$ cat config.mk
export PLATFORM = sky130hd
export DESIGN_NAME = status_led_blink_sequencer
export DESIGN_NICKNAME = d
export VERILOG_FILES = /design/src/rtl/slbs_pkg.sv /design/src/rtl/status_led_blink_sequencer.sv
export SDC_FILE = /design/constraint.sdc
export NUM_CORES = 1
export LEC_CHECK = 0
export BUFFER_PORTS_ARGS = -buffer_cell sky130_fd_sc_hd__buf_2
export CAP_MARGIN = 20
export CORE_ASPECT_RATIO = 1.25
export CORE_MARGIN = 3
export CORE_UTILIZATION = 61
export CTS_BUF_LIST = sky130_fd_sc_hd__clkbuf_16
export CTS_CLUSTER_SIZE = 10
export DETAILED_ROUTE_END_ITERATION = 6
export HOLD_SLACK_MARGIN = 0.12
export PLACE_DENSITY = 0.86
export RECOVER_POWER = 50
export SYNTH_ARGS = -nofsm -noshare
export SYNTH_HDL_FRONTEND = slang
export SYNTH_SLANG_ARGS = --single-unit
export TNS_END_PERCENT = 5
$ cat constraint.sdc
create_clock -name clk -period 4.65 [get_ports clk]
set_input_delay 0.2325 -clock clk [delete_from_list [all_inputs] [get_ports clk]]
set_output_delay 0.2325 -clock clk [all_outputs]
set_load 0.01 [all_outputs]
$ cat src/rtl/slbs_pkg.sv
// ----------------------------------------------------------------------------
// slbs_pkg: shared types and pattern ROM for the status LED blink sequencer
// Holds status, command and pattern-kind codes, plus the blink duration table.
// ----------------------------------------------------------------------------
package slbs_pkg;

	localparam int STATUS_W       = 4;
	localparam int CMD_W          = 2;
	localparam int PULSE_W        = 16;
	localparam int ROM_DUR_W      = 16;
	localparam int ROM_IDX_W      = 4;
	localparam int ROM_LEN_W      = 3;

	localparam int DEF_PATTERN_SLOTS = 8;
	localparam int DEF_DURATION_BITS = 16;

	typedef logic [STATUS_W-1:0]  status_t;
	typedef logic [CMD_W-1:0]     cmd_t;
	typedef logic [PULSE_W-1:0]   pulse_t;
	typedef logic [ROM_DUR_W-1:0] rom_dur_t;
	typedef logic [ROM_IDX_W-1:0] rom_idx_t;
	typedef logic [ROM_LEN_W-1:0] rom_len_t;
	typedef logic [1:0]           kind_t;

	// command codes
	localparam cmd_t CMD_TICK  = 2'd0;
	localparam cmd_t CMD_SET   = 2'd1;
	localparam cmd_t CMD_PULSE = 2'd2;

	// status codes
	localparam status_t ST_OFF     = 4'd0;
	localparam status_t ST_BOOT    = 4'd1;
	localparam status_t ST_IDLE    = 4'd2;
	localparam status_t ST_LOGGING = 4'd3;
	localparam status_t ST_SERIAL  = 4'd4;
	localparam status_t ST_SD_ERR  = 4'd5;
	localparam status_t ST_LOW_SPC = 4'd6;
	localparam status_t ST_CLOSING = 4'd7;
	localparam status_t ST_FATAL   = 4'd8;

	// pattern kinds
	localparam kind_t KIND_OFF   = 2'd0;
	localparam kind_t KIND_SOLID = 2'd1;
	localparam kind_t KIND_BLINK = 2'd2;

	typedef struct packed {
		logic    led_level;
		status_t shown_status;
		status_t persistent_status;
	} result_t;

	function automatic kind_t rom_kind(input status_t st);
		kind_t k;
		unique case (st)
			ST_OFF:     k = KIND_OFF;
			ST_LOGGING: k = KIND_SOLID;
			ST_BOOT, ST_IDLE, ST_SERIAL, ST_SD_ERR,
			ST_LOW_SPC, ST_CLOSING, ST_FATAL:
			            k = KIND_BLINK;
			default:    k = KIND_OFF;
		endcase
		return k;
	endfunction

	function automatic rom_len_t rom_len(input status_t st);
		rom_len_t n;
		unique case (st)
			ST_BOOT:    n = 3'd4;
			ST_IDLE:    n = 3'd2;
			ST_SERIAL:  n = 3'd3;
			ST_SD_ERR:  n = 3'd4;
			ST_LOW_SPC: n = 3'd4;
			ST_CLOSING: n = 3'd6;
			ST_FATAL:   n = 3'd2;
			default:    n = 3'd0;
		endcase
		return n;
	endfunction

	// duration in ms of one pattern element; 0 past the end of a list
	function automatic rom_dur_t rom_dur(input status_t st, input rom_idx_t idx);
		rom_dur_t d;
		d = '0;
		unique case (st)
			ST_BOOT: begin
				if (idx == 4'd3) d = 16'd600;
				else if (idx < 4'd3) d = 16'd150;
			end
			ST_IDLE: begin
				if (idx == 4'd0) d = 16'd150;
				else if (idx == 4'd1) d = 16'd1850;
			end
			ST_SERIAL: begin
				if (idx == 4'd2) d = 16'd700;
				else if (idx < 4'd2) d = 16'd150;
			end
			ST_SD_ERR: begin
				if (idx == 4'd3) d = 16'd700;
				else if (idx < 4'd3) d = 16'd150;
			end
			ST_LOW_SPC: begin
				unique case (idx)
					4'd0:    d = 16'd600;
					4'd1:    d = 16'd200;
					4'd2:    d = 16'd150;
					4'd3:    d = 16'd1000;
					default: d = 16'd0;
				endcase
			end
			ST_CLOSING: begin
				if (idx == 4'd5) d = 16'd400;
				else if (idx < 4'd5) d = 16'd80;
			end
			ST_FATAL: begin
				if (idx == 4'd0) d = 16'd2000;
				else if (idx == 4'd1) d = 16'd200;
			end
			default: d = 16'd0;
		endcase
		return d;
	endfunction

endpackage

$ cat src/rtl/status_led_blink_sequencer.sv
// ----------------------------------------------------------------------------
// status_led_blink_sequencer: status LED pattern player
// Plays one of nine status patterns from ROM (off, solid or blinking), steps it on 1 ms ticks and shows
// a timed closing pattern that reverts to the last persistent status.
// ----------------------------------------------------------------------------
//
//  channel  | direction | handshake           | payload
//  ---------+-----------+---------------------+-------------------------------------
//  input    | in        | in_valid / in_ready | cmd, status, pulse_ms
//  output   | out       | out_valid/out_ready | led_level, shown_status, persistent_status
//  config   | in        | cfg_valid/cfg_ready | cfg_data (active_high)
//
//  One beat in gives one beat out; an item is taken every cycle while in_ready is
//  high, and its result is formed by the single state update and registered in the result
//  register. A skid register behind the result register lets one more beat in
//  while the output stalls; in_ready drops only while the skid register is full.
//  Reset starts the booting pattern from its first element, LED lit, high active.
//  cfg_ready is always high.
//
module status_led_blink_sequencer #(
	parameter int PATTERN_SLOTS = slbs_pkg::DEF_PATTERN_SLOTS,
	parameter int DURATION_BITS = slbs_pkg::DEF_DURATION_BITS
) (
	input  logic              clk,
	input  logic              arst_n,
	input  logic              in_valid,
	output logic              in_ready,
	input  slbs_pkg::cmd_t    cmd,
	input  slbs_pkg::status_t status,
	input  slbs_pkg::pulse_t  pulse_ms,
	output logic              out_valid,
	input  logic              out_ready,
	output logic              led_level,
	output slbs_pkg::status_t shown_status,
	output slbs_pkg::status_t persistent_status,
	input  logic              cfg_valid,
	output logic              cfg_ready,
	input  logic              cfg_data
);
	import slbs_pkg::*;

	localparam int EL_W = $clog2(PATTERN_SLOTS);

	typedef logic [EL_W-1:0]          el_t;
	typedef logic [EL_W:0]            el_next_t;
	typedef logic [DURATION_BITS-1:0] dur_t;

	// pattern state
	logic    active_high_q;
	status_t cur_q, last_q;
	el_t     idx_q;
	logic    lit_q;
	dur_t    rem_q;
	pulse_t  rev_q;
	logic    armed_q;

	status_t  cur_n, last_n;
	el_t      idx_n;
	logic     lit_n;
	dur_t     rem_n;
	pulse_t   rev_n;
	logic     armed_n;

	status_t  st_in;
	logic     start_en;
	status_t  start_st;
	el_next_t idx_next;
	rom_dur_t start_dur, adv_dur;
	logic     lit_out;
	logic     accept;

	// output buffer
	result_t res_n, main_q, skid_q;
	logic    main_v_q, skid_v_q;

	assign accept    = in_valid & in_ready;
	assign in_ready  = ~skid_v_q;
	assign cfg_ready = 1'b1;

	assign st_in     = (status > ST_FATAL) ? ST_OFF : status;
	assign idx_next  = el_next_t'(idx_q) + el_next_t'(1);
	assign start_dur = rom_dur(start_st, '0);
	assign adv_dur   = rom_dur(cur_q,
		(idx_next >= el_next_t'(rom_len(cur_q)) || idx_next >= el_next_t'(PATTERN_SLOTS))
		? rom_idx_t'(0) : rom_idx_t'(idx_next));

	always_comb begin
		cur_n    = cur_q;
		last_n   = last_q;
		idx_n    = idx_q;
		lit_n    = lit_q;
		rem_n    = rem_q;
		rev_n    = rev_q;
		armed_n  = armed_q;
		start_en = 1'b0;
		start_st = st_in;
		case (cmd)
			CMD_TICK: begin
				if (armed_q && rev_q <= pulse_t'(1)) begin
					// pulse over: back to the persistent pattern
					rev_n    = '0;
					armed_n  = 1'b0;
					start_en = 1'b1;
					start_st = last_q;
				end else begin
					if (armed_q)
						rev_n = rev_q - pulse_t'(1);
					if (rom_kind(cur_q) == KIND_BLINK) begin
						if (rem_q > dur_t'(1)) begin
							rem_n = rem_q - dur_t'(1);
						end else begin
							if (idx_next >= el_next_t'(rom_len(cur_q)) ||
							    idx_next >= el_next_t'(PATTERN_SLOTS)) begin
								idx_n = '0;
								lit_n = 1'b1;
							end else begin
								idx_n = el_t'(idx_next);
								lit_n = ~lit_q;
							end
							rem_n = adv_dur[DURATION_BITS-1:0];
						end
					end
				end
			end
			CMD_SET: begin
				if (st_in != ST_CLOSING) begin
					last_n  = st_in;
					armed_n = 1'b0;
					rev_n   = '0;
				end
				start_en = 1'b1;
			end
			CMD_PULSE: begin
				start_en = 1'b1;
				start_st = ST_CLOSING;
				rev_n    = pulse_ms;
				armed_n  = 1'b1;
			end
			default: ;
		endcase
		if (start_en) begin
			// restart the pattern from its first element
			cur_n = start_st;
			idx_n = '0;
			lit_n = 1'b1;
			rem_n = (rom_kind(start_st) == KIND_BLINK) ? start_dur[DURATION_BITS-1:0] : '0;
		end
	end

	always_comb begin
		unique case (rom_kind(cur_n))
			KIND_SOLID: lit_out = 1'b1;
			KIND_BLINK: lit_out = lit_n;
			default:    lit_out = 1'b0;
		endcase
		res_n.led_level         = active_high_q ? lit_out : ~lit_out;
		res_n.shown_status      = cur_n;
		res_n.persistent_status = last_n;
	end

	always_ff @(posedge clk or negedge arst_n) begin
		if (!arst_n) begin
			active_high_q <= 1'b1;
			cur_q         <= ST_BOOT;
			last_q        <= ST_BOOT;
			idx_q         <= '0;
			lit_q         <= 1'b1;
			rem_q         <= dur_t'(rom_dur(ST_BOOT, '0));
			rev_q         <= '0;
			armed_q       <= 1'b0;
		end else begin
			if (cfg_valid)
				active_high_q <= cfg_data;
			if (accept) begin
				cur_q   <= cur_n;
				last_q  <= last_n;
				idx_q   <= idx_n;
				lit_q   <= lit_n;
				rem_q   <= rem_n;
				rev_q   <= rev_n;
				armed_q <= armed_n;
			end
		end
	end

	// result register plus skid register
	always_ff @(posedge clk or negedge arst_n) begin
		if (!arst_n) begin
			main_v_q <= 1'b0;
			skid_v_q <= 1'b0;
		end else if (main_v_q && out_ready) begin
			if (skid_v_q)
				skid_v_q <= 1'b0;
			else
				main_v_q <= accept;
		end else if (accept) begin
			if (main_v_q)
				skid_v_q <= 1'b1;
			else
				main_v_q <= 1'b1;
		end
	end

	always_ff @(posedge clk) begin
		if (main_v_q && out_ready) begin
			if (skid_v_q)
				main_q <= skid_q;
			else if (accept)
				main_q <= res_n;
		end else if (accept) begin
			if (main_v_q)
				skid_q <= res_n;
			else
				main_q <= res_n;
		end
	end

	assign out_valid         = main_v_q;
	assign led_level         = main_q.led_level;
	assign shown_status      = main_q.shown_status;
	assign persistent_status = main_q.persistent_status;

endmodule
---- Yosys cells after proc, flatten, opt, wreduce, memory -nomap -nowiden ----
Memory sizes are Yosys's and may differ from the RTL's.
Index checks and enable logic that the tools add are counted.
W data, S select, Z words.
word-level totals
  bits in registers ....................... 66
  ROM bits ................................ 96
  bits of input ports ..................... 28
  output and inout bits ................... 12
  logic and storage cells ................. 161
  memories ................................ 3
memories
  name             depth  bits a word  rd ports  clocked after memory_dff  write ports  RTL line        RTL
  (no name shown)  16     2            1         0                         0            slbs_pkg.sv:54  unique case (st)
  (no name shown)  16     2            1         0                         0            slbs_pkg.sv:54
  (no name shown)  16     2            1         0                         0            slbs_pkg.sv:54
operators by class
  add/subtract/negate cells ............... 3
  order comparisons ....................... 9
  equality and inequality tests ........... 32
  mux-type cells .......................... 69
  bitwise logic cells ..................... 5
  reduce and logical (&&, ||, !) cells .... 24
operators with widths
  kind                     count
  $mux W16                 9
  $pmux W16 S7             1
  $mux W9                  6
  $pmux W16 S3             1
  $pmux W11 S4             1
  $pmux W10 S4             1
  $eq A4 B3 Y1 const B     9
  $mux W11                 3
  $sub A16 B1 Y16 const B  2
  $mux W10                 3
  $mux W3                  10
  $mux W4                  6
  $mux W8                  3
  $eq A4 B2 Y1 const B     4
  $gt A16 B1 Y1 const B    1
  $le A16 B1 Y1 const B    1
  $mux W1                  16
  $eq A4 B1 Y1 const B     3
  $pmux W3 S4              1
  $reduce_and A4 Y1        3
  $ne A2 B2 Y1 const B     5
  $reduce_bool A2 Y1       5
  $eq A2 B2 Y1 const B     4
  $eq A4 B4 Y1 const B     2
  other kinds (28)         42

---- Longest topological paths before layout ----
  depth after elaboration ................. 22
  depth in mapped cells ................... 18
  mapped depth without buffers ............ 16

---- Worst setup path before layout ----
OpenSTA, ideal clock, no wires.
  path type ............................... register to register
  start point ............................. reg rev_q[4]
  end point ............................... reg main_q, in the netlist led_level, data pin
  arrival time ............................ 3.432 ns
  data required time ...................... 4.390 ns
  path slack .............................. 0.958 ns
  cell stages (with the launch flop) ...... 16
  cells stage by stage .................... dfrtp_1 > nor4_1 > nand2_1 > nor4_4 > nor2_1 > a211o_1 > a21oi_2 > inv_1 > ha_1 > nor2_1 > a21o_1 > ha_1 > nor2_2 > a211oi_2 > xnor2_1 > mux2_4
RTL lines
  item                    RTL line                           RTL
  start, declared         status_led_blink_sequencer.sv:54   pulse_t rev_q;
  start signal, assigned  status_led_blink_sequencer.sv:180  rev_q <= rev_n;
  end signal, assigned    status_led_blink_sequencer.sv:207  main_q <= skid_q;
  end signal, assigned    status_led_blink_sequencer.sv:209  main_q <= res_n;
  end signal, assigned    status_led_blink_sequencer.sv:214  main_q <= res_n;
  end, declared           status_led_blink_sequencer.sv:73   result_t res_n, main_q, skid_q;

==> results.json <==
{
  "slew_violations": 49,
  "report.final.hold_viol_count": 0,
  "setup_ws_ns": 0.463,
  "cts_setup_buffers": 0,
  "num_antenna_cells": 0,
  "clk_pin_slew_ns": 0.06,
  "fp.dieH_um": 105,
  "antenna_found_initial": 0,
  "layout.cells.non_filler": 708,
  "io_pins": 40,
  "cts.sinks": 66,
  "ys_ff_latch": 66,
  "r2r_setup_slack_ns": 0.46,
  "total_leakage_power_nw": 2.25,
  "fillCellCount": 570,
  "grt_pass1_wl_mm": 21.3,
  "cp-end-kind": "flip-flop",
  "clock-skew-final_ns": 0.0102,
  "htree_levels": 3,
  "hold_buffers": 2,
  "final_cell_area_um2": 5350,
  "max_freq_ghz": 0.239,
  "area_delta_synth_final_pct": 12.6,
  "cts-root-buf": "clkbuf_16",
  "synthesis.nets": 635,
  "die_w_um": 84.9,
  "synthArstFlopShare": 0.727,
  "netlist_instances": 582,
  "post_cts_resized": 0,
  "grt_pass1_vias": 4429,
  "routed_wl_mm": 13.0,
  "r2r_start": "rev_q[4]$_DFFE_PN0P_",
  "place_area_um2": 4980,
  "portBuffers": 38,
  "gp_congestion": 0.909,
  "drc": 0,
  "power_density_nw_per_um2": 670,
  "cts_tree": "built",
  "path_max_fanout": 12,
  "critPathKind": "flip-flop to flip-flop",
  "outcome": "finished, violations left",
  "cts_made_buffers": 9,
  "initial_core_util": 0.634,
  "routedWlPerCell_um": 18.3,
  "placed_cells": 690,
  "min_to": "active_high_q$_DFFE_PN1P_",
  "synth_area_per_cell_um2": 8.16,
  "setup_tns_ns": 0,
  "num_vias": 4703,
  "violations": "capacitance limit, slew limit",
  "grtUsageTotal": 0.294,
  "dp_hpwl_mm": 8.80,
  "core_area_um2": 7490,
  "cap_violations": 1,
  "fp-row-count": 35,
  "critPathArrivalTime_ns": 4.28,
  "setup_viol": 0,
  "synth_cell_types": 70,
  "overflow": 0,
  "peakVddDrop_v": 0.000416,
  "r2r-end": "led_level$_DFFE_PP_",
  "reg2reg_depth": 14,
  "hold_class": "input port to flip-flop",
  "yosysWarnings": 0,
  "cts_max_path_buffers": 2,
  "hold_depth": 2,
  "syn_area_um2": 4750,
  "relSlewSlack": -0.812,
  "start_kind": "flip-flop",
  "worst_slew_pin_slew_ns": 2.72,
  "die_area_um2": 8890,
  "clk_latency_ns": 0.34,
  "min_period_over_period": 0.900,
  "min_from": "cfg_data",
  "yosysSeqAreaShare": 0.369,
  "drive_above_1_share": 0.110,
  "final_util": 0.714,
  "dp_slack_ns": 0.600,
  "rsz0062_at_grt": "false",
  "layout_min_cycle_time_ns": 4.19,
  "first_pass_iters": 6,
  "postRouteAntennaNets": 0,
  "final_nets": 664,
  "grt_max_degree": 49,
  "vias_per_cell": 6.64,
  "yosys_most_used_dff": "dfrtp_1",
  "drtIter0Drc": 427,
  "crit_required_ns": 4.74,
  "synth_edf_count": 18
}
[placed cells by master (no fill, tap or decap), drive strengths merged, types with 5 or more instances in the layout]
master,instances
a211oi,5
a21o,6
a21oi,50
a22oi,8
a31oi,11
a32oi,5
and2,7
and3,7
buf,31
clkbuf,23
dfrtp,40
dfstp,8
edfxtp,18
ha,25
inv,35
nand2,57
nand2b,8
nand3,11
nand4,6
nor2,56
nor2b,8
nor3,20
nor4,11
o21ai,82
or3,5
or4,5
[cell usage after synthesis, drive strengths merged (4+ instances only)]
cell type | number | area share
o21ai | 82 | 0.087
nand2 | 57 | 0.045
nor2 | 56 | 0.045
a21oi | 50 | 0.055
dfrtp | 40 | 0.21
inv | 35 | 0.028
ha | 25 | 0.066
clkbuf | 22 | 0.017
nor3 | 20 | 0.021
edfxtp | 18 | 0.11
a31oi | 11 | 0.014
nand3 | 11 | 0.012
nor4 | 11 | 0.020
a22oi | 8 | 0.013
dfstp | 8 | 0.044
nand2b | 8 | 0.011
nor2b | 8 | 0.011
and2 | 7 | 0.0092
and3 | 7 | 0.0092
buf | 7 | 0.0095
a21o | 6 | 0.0095
nand4 | 6 | 0.0079
a211oi | 5 | 0.0090
a32oi | 5 | 0.0092
or3 | 5 | 0.0066
or4 | 5 | 0.0079
and3b | 4 | 0.0074
xnor2 | 4 | 0.0074
[cell families (layout without fill, tap and decap cells)]
logic type | after synthesis | after routing | share of synthesized area
mux | 6 | 6 | 0.0142
other cells | 1 | 1 | 0.000790
buf+inv | 64 | 98 | 0.0545
fa+ha+maj | 26 | 26 | 0.0680
compound gates | 200 | 200 | 0.257
xor+xnor | 4 | 4 | 0.00738
flops | 66 | 66 | 0.369
simple gates | 215 | 215 | 0.229
[power breakdown]
part	switching (mW)	total, mW	internal, mW
Combinational	1.08	1.66	0.583
Sequential	0.217	1.07	0.858
Clock	0.268	0.846	0.578
Total	1.57	3.58	2.02
[sequential cells by signal (all words and copies together), names as in the netlist]
name,cells
rem_q,16
rev_q,16
skid_q,9
cur_q,4
last_q,4
persistent_status,4
shown_status,4
idx_q,3
active_high_q,1
armed_q,1
led_level,1
lit_q,1
out_valid,1
skid_v_q,1
[how the worst max path moves through the flow]
stage	startpoint	to	slack, ns	cells past startpoint
6_report	rev_q[4]$_DFFE_PN0P_	led_level$_DFFE_PP_	0.46	14
3_3_place_gp	rev_q[4]$_DFFE_PN0P_	led_level$_DFFE_PP_	0.81	14
3_5_place_dp	rev_q[4]$_DFFE_PN0P_	led_level$_DFFE_PP_	0.60	14
5_1_grt	rev_q[4]$_DFFE_PN0P_	led_level$_DFFE_PP_	0.27	14
2_1_floorplan	rev_q[4]$_DFFE_PN0P_	led_level$_DFFE_PP_	0.96	15
4_1_cts	rev_q[4]$_DFFE_PN0P_	led_level$_DFFE_PP_	0.52	14
[worst max-delay path: stages, from the launching register on]
cell and delay, ns:
dfrtp_1 0.43, or4_1 0.57, or4_1 0.44, o21ai_2 0.49, nor2_1 0.15, a21oi_2 0.23
inv_1 0.11, ha_1 0.31, nor2_1 0.17, a21o_1 0.14, ha_1 0.19, nor2_2 0.06
a211oi_2 0.25, xnor2_1 0.12, mux2_4 0.27
[through the flow]
step           hold WS, ns  power [mW]
2_1_floorplan      -0.0631        2.21
3_3_place_gp         0.373        2.63
3_5_place_dp         0.378        2.68
4_1_cts              0.149        3.56
5_1_grt              0.160        3.83
6_report             0.152        3.58
[area by class of cell]
class                   count  area (um2)  area share
multi-input cells         452        2740       0.512
inverters                  35         131      0.0246
clock inverters             7         141      0.0265
well taps                  92         115      0.0215
repair buffers             47         243      0.0454
clock buffers               9         225      0.0421
flip-flops and latches     66        1750       0.328
[per-layer routing]
| layer | vias to the layer above | wire length [um] | GRT usage |
|---|---|---|---|
| li1 | 2190 | - | - |
| met1 | 2192 | 5030 | 0.357 |
| met2 | 266 | 6500 | 0.498 |
| met3 | 55 | 873 | 0.0521 |
| met4 | 0 | 546 | 0.145 |
| met5 | - | 0 | 0 |
(Power assumes the default switching activity.)
